<file path="src/rtl/srt_pkg.sv">
// shared types and constants for the sorted range table
package srt_pkg;

   localparam int KEY_BITS      = 64;
   localparam int TAG_PORT_BITS = 32;
   localparam int DATA_BITS     = 2 * KEY_BITS + TAG_PORT_BITS;

   typedef enum logic [1:0] {
      REQ_INSERT   = 2'd0,
      REQ_CONTAINS = 2'd1,
      REQ_NEXT     = 2'd2,
      REQ_EXTENTS  = 2'd3
   } req_kind_type;

   // per-cell strobes from the top level
   typedef struct packed {
      logic capture;
      logic insert;
   } cell_ctl_type;

   // per-cell selection flags, valid while an item sits in the compare stage
   typedef struct packed {
      logic last;
      logic first;
      logic eq;
      logic inr;
   } pick_flags_type;

endpackage

</file>
<file path="src/rtl/srt_cell.sv">
// one table slot: holds a range, compares against the key, shifts toward its neighbor
module srt_cell import srt_pkg::*; #(
   parameter int TAG_BITS = 32
) (
   input  logic                clock,
   input  logic                reset,
   input  cell_ctl_type        ctl,
   input  logic [KEY_BITS-1:0] key,
   input  logic [KEY_BITS-1:0] new_start,
   input  logic [KEY_BITS-1:0] new_length,
   input  logic [TAG_BITS-1:0] new_tag,
   input  logic [KEY_BITS-1:0] prev_start,
   input  logic [KEY_BITS-1:0] prev_length,
   input  logic [TAG_BITS-1:0] prev_tag,
   input  logic                prev_valid,
   input  logic                prev_le,
   input  logic                next_valid,
   input  logic                next_le,
   output logic [KEY_BITS-1:0] start,
   output logic [KEY_BITS-1:0] length,
   output logic [TAG_BITS-1:0] tag,
   output logic                valid,
   output logic                le,
   output pick_flags_type      picks,
   output logic [KEY_BITS-1:0] end_pick
);

   logic [KEY_BITS-1:0] start_ff;
   logic [KEY_BITS-1:0] length_ff;
   logic [TAG_BITS-1:0] tag_ff;
   logic                valid_ff;
   logic                le_ff;
   logic                eq_ff;
   logic                inr_ff;
   logic [KEY_BITS-1:0] end_sum;
   logic                shift_in;

   assign end_sum  = start_ff + length_ff;
   assign shift_in = ctl.insert && !le_ff;

   always_ff @(posedge clock) begin
      if (reset) begin
         valid_ff <= 1'b0;
         le_ff    <= 1'b0;
      end else begin
         if (ctl.capture) begin
            le_ff <= valid_ff && (start_ff <= key);
         end
         if (shift_in) begin
            valid_ff <= prev_le ? 1'b1 : prev_valid;
         end
      end
   end

   always_ff @(posedge clock) begin
      if (ctl.capture) begin
         eq_ff  <= (start_ff == key);
         inr_ff <= (key < end_sum);
      end
      if (shift_in) begin
         // the first slot past the insertion point takes the new range
         if (prev_le) begin
            start_ff  <= new_start;
            length_ff <= new_length;
            tag_ff    <= new_tag;
         end else begin
            start_ff  <= prev_start;
            length_ff <= prev_length;
            tag_ff    <= prev_tag;
         end
      end
   end

   assign start  = start_ff;
   assign length = length_ff;
   assign tag    = tag_ff;
   assign valid  = valid_ff;
   assign le     = le_ff;

   assign picks.last  = le_ff && !next_le;
   assign picks.first = !le_ff && prev_le && valid_ff;
   assign picks.eq    = eq_ff;
   assign picks.inr   = inr_ff;

   assign end_pick = (valid_ff && !next_valid) ? end_sum : '0;

endmodule

</file>
<file path="config.mk">
export PLATFORM = sky130hd
export DESIGN_NAME = srt_cell
export DESIGN_NICKNAME = d
export VERILOG_FILES = /design/src/rtl/srt_pkg.sv /design/src/rtl/srt_cell.sv
export SDC_FILE = /design/constraint.sdc
export NUM_CORES = 1
export LEC_CHECK = 0
export BUFFER_PORTS_ARGS = -buffer_cell sky130_fd_sc_hd__buf_2
export CORE_AREA = 2 2 241 243
export DETAILED_ROUTE_END_ITERATION = 6
export DIE_AREA = 0 0 243 245
export PLACE_DENSITY = 0.61
export SLEW_MARGIN = 20
export SYNTH_ARGS = -nofsm -noshare
export SYNTH_HDL_FRONTEND = slang
export SYNTH_SLANG_ARGS = --single-unit
export TNS_END_PERCENT = 10
</file>
<file path="constraint.sdc">
create_clock -name clock -period 8.37 [get_ports clock]
set_input_delay 0.837 -clock clock [delete_from_list [all_inputs] [get_ports clock]]
set_output_delay 0.837 -clock clock [all_outputs]
set_load 0.03 [all_outputs]
</file>
# Word level (Yosys, flattened, before mapping)
# Cells that the tools add are included.
[totals] output_inout_bits=230 regBits=164 in_bits=392 elab_cells=25
[classes] addsub=1 n_eq_ne=1 reduce_logical=9 muxes=5 n_lt_le_gt_ge=2
[ops] cell="$mux 64" count=3
[ops] cell="$add 64x64->64" count=1
[ops] cell="$eq 64x64->1" count=1
[ops] cell="$le 64x64->1" count=1
[ops] cell="$lt 64x64->1" count=1
[ops] cell="$mux 32" count=1
[ops] cell="$logic_and 1x1->1" count=6
[ops] cell="$logic_not 1->1" count=3
[ops] cell="$mux 1" count=1

# Logic depth before layout (Yosys ltp)
[depth] word_depth=3 ltp_mapped=22

# Worst setup path after synthesis
# No wires, ideal clock.
[synth_timing] path_type="input port to flip-flop" from="in ctl[0] in the netlist's numbering" to="reg valid_ff, in the netlist valid" n_path_buf=0 cell_stages=2 setup_slack_ns=-0.153 t_required_ns=7.890 setup_time_ns=0.480 arrival_ns=8.043 path_cell_list="nor2b_1 > a211oi_1"
[synth_between] elab_chain_cells=1
[synth_rtl] item="start, declared" line_no="srt_cell.sv:7" source="input cell_ctl_type ctl,"
[synth_rtl] item="$logic_and 1x1->1" line_no="srt_cell.sv:39" source="assign shift_in = ctl.insert && !le_ff;"
[synth_rtl] item="end signal, assigned" line_no="srt_cell.sv:50" source="valid_ff <= prev_le ? 1'b1 : prev_valid;"
[synth_rtl] item="end, declared" line_no="srt_cell.sv:31" source="logic valid_ff;"
# Every way passes these cells.
# A chain may end at the register's enable or synchronous reset.

# Worst setup path after layout
[layout_timing] from="reg start_ff[32], in the netlist start[32]" to="reg inr_ff, data pin"
[layout_between] elab_chain_cells=2
[layout_rtl] item="start, declared" line_no="srt_cell.sv:28" source="logic [KEY_BITS-1:0] start_ff;"
[layout_rtl] item="start signal, assigned" line_no="srt_cell.sv:63" source="start_ff <= new_start;"
[layout_rtl] item="start signal, assigned" line_no="srt_cell.sv:67" source="start_ff <= prev_start;"
[layout_rtl] item="$add 64x64->64" line_no="srt_cell.sv:38" source="assign end_sum = start_ff + length_ff;"
[layout_rtl] item="$lt 64x64->1" line_no="srt_cell.sv:58" source="inr_ff <= (key < end_sum);"
[layout_rtl] item="end signal, assigned" line_no="srt_cell.sv:58"
[layout_rtl] item="end, declared" line_no="srt_cell.sv:34" source="logic inr_ff;"
# Every way passes these cells.

==> flow_results.org <==
** Setup path
- STA puts the critical path data required time at 8.64 ns.
- For the worst flop-to-flop path, the logic depth is 19.
- The largest single stage delay on the critical path is approximately 0.73 ns.
- Worst path most repeated cell :: a21oi_1
- The worst setup path is of the flop to flop kind.
- Peak fanout along the critical path :: 8
- CP Depth :: 19
- Register-to-register path setup slack :: around 2.4 ns
- The slowest stage of the critical path is the a2111oi_1 cell.
- Crit path buffers/inverters :: 0
- The worst setup path is launched from a flop.
- The critical path goes through ha_1 -> a21oi_1 -> o21ai_0 -> a21oi_1 -> o21ai_1 -> a2111oi_1 -> nand2_1 -> a311oi_2 -> xor2_1 -> ha_1 -> nand4_1 -> or3_1 -> nor4_1 -> nand2_1 -> nor4_1 -> o21ai_0 -> a21oi_1 -> nor2_1 -> o2111a_1.
- Grouping stages by cell kind, the critical path spends the most delay in compound AO/OA/AOI/OAI gates.
- STA classifies the critical path endpoint as a flop.
- Arr. time, crit path :: 6.22 ns

** Synthesis
- The Yosys step of the flow raised 0 warnings.
- The synthesized netlist devotes between 15 and 20% of its cell area to compound gates.
- Post-synthesis cell area :: roughly 14,000 sq um
- Dominant combinational cell family by area after synthesis :: adder cells
- Of all cell types, the one taking the most synthesized area is edfxtp_1.
- Top post-synthesis cells by area :: edfxtp_1, ha_1, mux2_2
- Number of synthesized flops with an enable pin :: 162
- In this run, synthesis produced a sequential element count of about 160.
- The synthesized netlist devotes 17.01% of its cell area to adder and majority cells.
- Synth top area share :: between 30 and 40%
- Area fraction in and, or, nand and nor cells after synthesis :: around 11%
- The number of nets in the synthesized netlist is between 1,500 and 2,000.
- Primary FF master, synth :: edfxtp_1
- Post-Synthesis Mean Instance Area :: about 10 sq um
- After synthesis, flip-flops and latches occupy between 30% and 40% of the total area.
- Share of the synthesized netlist area taken by xor and xnor gates :: 3.604%
- In the synthesized netlist the async set-or-reset flop fraction comes to 0%.
- Multiplexer share of the synthesized area :: between 10% and 20%
- Post-Synthesis Cells :: between 1,000 and 1,500
- Count of cell types in the netlist :: 74

** Timing
- Final count of negative-setup-slack endpoints :: 0
- Setup TNS :: 0 ns
- The hold violation total from the final report is 0.
- Final WS setup :: between 2 and 2.5 ns
- Counting I/O delays and the setup requirement, the final critical path takes approximately 6.0 ns.
- Worst Skew :: 0.02050 ns
- The number of pins exceeding their max-slew limit in the final report was 0.
- Slew HR :: roughly two fifths
- Transition time of the tightest slew-check pin :: around 0.87 ns
- The tightest hold path in the finished design has a slack of between 0.5 and 0.6 ns.
- Maximum clock frequency :: ~0.17 GHz
- Setup repair after global routing missed its margin :: no
- Share of the cycle needed by the critical path after routing :: between 70% and 80%

** Clocking
- Clk slew on worst S/H paths :: 0.09 ns
- CTS placed an instance of clkbuf_16 at the clock tree root.
- In this run the number of H-tree levels came out at 4.
- Total clock sinks :: roughly 160
- The clock passes through at most 2 buffers.
- Postcts setup bufs :: 0
- CTS resizes :: 0
- At the later pin of the worst-skew pair, clock insertion delay measures approximately 0.50 ns.
- Buffers inserted to repair hold after CTS numbered 0.
- TritonCTS Buffers :: 17
- TritonCTS built the clock tree.

** Power
- IR analysis of the VDD net gives a maximum drop of 0.1780 mV.
- Ratio of total power to cell area :: ~170 nW/um^2
- The analysis attributes to cell leakage a power of 8.838 nW.

** Detailed routing
- The detailed router finished its first iteration with a little under 800 violations.
- Detailed-route wire length :: slightly below 60,000 um
- Detail-routed net length per standard cell :: approximately 22 um
- First-pass iteration count of the detailed router :: 5
- Using the TritonRoute via totals, the vias-per-cell ratio works out to between 4 and 5.
- In this run the remaining antenna-violating nets after routing total 0.
- For this run, design rule violations remaining after detail routing come to 0.
- Vias after detailed routing :: about 13,000

** Place
- Input/output buffers :: 621
- OpenSTA, run right after detailed placement, puts the worst setup slack at roughly 2.4 ns.
- The congestion estimate from routability-driven global placement came to roughly 0.90.
- Detailed placement finished with a half-perimeter wire length of 51,300 um.
- The placed instances occupy a cell area of roughly 18,000 sq um.

** Flow run
- Max-cap violations in this run came to 0.

** Layout
- The multi-input combinational cells in the finished layout cover a total of around 8700 sq um.
- Most frequent cells in the layout :: buf_2, ha_1, edfxtp_1
- In the final layout, the share of cells above drive strength 1 is between 40 and 50%.
- Commonest non-fill, non-tap cell in the layout :: buf_2
- Area of all sequential standard cells :: between 4000 and 5000 sq um
- After routing the design area is 18,670 sq um.
- Net count, final :: ~2,600
- The layout has about 6,000 filler cells.
- Final core utilization :: between 30% and 40%
- The area growth from synthesis to layout is 32.45%.

** Global route
- Global-route wire length before repair :: 86,190 um
- Total global routing track utilization :: approximately a fifth
- Antenna violations before repair :: 10
- Via count of the first global-routing pass :: approximately 14,000
- Entering global routing, the biggest net connects 67 pins.
- For this run the aggregate overflow at the end of global routing stands at 0.

** Hold path
- The worst hold path passes through 2 cells.
- The tightest min-delay check is of the input pin to flop type.

** Floorplanning
- Floorplan die area :: roughly 60,000 sq um
- The initial utilization of the core area, before any placement, comes to 24.71%.
- Core region area :: about 57,000 sq um
- The die is around 240 um wide.
- # IOs :: 622
- In this run the vertical extent of the chip is 245 um.
- In this run the core area contains around 90 standard-cell rows.

** Status
- Result of the run :: finished clean
==> synthesized netlist by cell type, types with 6 or more instances <==
cell / instances
ha_1: 190
nand4_1: 49
a211oi_1: 7
a21o_1: 72
nand2_1: 70
nor2b_1: 21
o211ai_1: 6
edfxtp_1: 162
o21bai_1: 16
nor2_1: 93
mux2i_1: 6
nor3_1: 15
a21oi_1: 113
o21ai_0: 49
inv_1: 85
xnor2_1: 36
nor4_1: 6
clkbuf_1: 42
and2_1: 6
a31oi_1: 10
xor2_1: 22
nand2b_1: 15
nand3_1: 9
o31ai_1: 7
mux2_2: 161
o21a_1: 14
and3_1: 6
or2_2: 8
==> per-layer routing <==
layer / wire [um] / GRT usage (%) / vias to the layer above
met2: 30170 / 35.18 / 539
met4: 1119 / 5.016 / 6
met3: 3881 / 4.822 / 62
met1: 24480 / 23.38 / 6383
met5: 41 / 0 / -
li1: - / - / 6377
==> registers in the layout, summed over array words and instances, names as in the netlist <==
name and count:
valid 1, length 64, inr_ff 1, tag 32
eq_ff 1, le 1, start 64
==> layout make-up <==
| class | count | share of cell area [%] |
|---|---|---|
| multi-input cells | 1077 | 46.41 |
| flip-flops and latches | 164 | 26.27 |
| repair buffers | 630 | 17.04 |
| well taps | 765 | 5.127 |
| clock buffers | 17 | 2.279 |
| inverters | 85 | 1.709 |
| clock inverters | 15 | 1.079 |
| diodes | 6 | 0.08042 |
==> worst reg2reg max path, stage by stage (launching register included) <==
cell	delay, ns
edfxtp_1	0.48
ha_1	0.46
a21oi_1	0.30
o21ai_0	0.19
a21oi_1	0.18
o21ai_1	0.17
a2111oi_1	0.73
nand2_1	0.32
a311oi_2	0.35
xor2_1	0.41
ha_1	0.22
nand4_1	0.08
or3_1	0.35
nor4_1	0.40
nand2_1	0.15
nor4_1	0.43
o21ai_0	0.16
a21oi_1	0.16
nor2_1	0.06
o2111a_1	0.12
==> cells by family (layout without fill, tap and decap cells) <==
family / count (synthesis) / after routing
AOI/OAI and AO/OA: 343 / 343
xor gates and xnor gates: 58 / 58
adders and majority gates: 191 / 191
buffers and inverters: 137 / 747
DFF: 164 / 164
muxes: 167 / 167
other: 0 / 6
and+or+nand+nor: 318 / 318
==> final timing paths <==
kind / startpoint / to
worst max-delay path: start[32] / inr_ff
worst max register to register: start[32] / inr_ff
worst min-delay path: reset / valid
worst min register to register: valid / valid
==> power by group <==
group	internal [W]	switching, W	leakage (nW)
clock network	0.000410	0.000442	0.301
logic	0.000511	0.000822	6.94
registers	0.000983	0.0000516	1.59
==> per-stage QoR <==
stage / total power [W] / instances
after global placement: 0.002373 / 2721
final: 0.003219 / 2759
after detailed placement: 0.002384 / 2721
after floorplan: 0.001909 / 1378
after global routing: 0.003410 / 2754
after CTS: 0.003258 / 2753
Note: power is estimated with default switching activity, not from simulation.
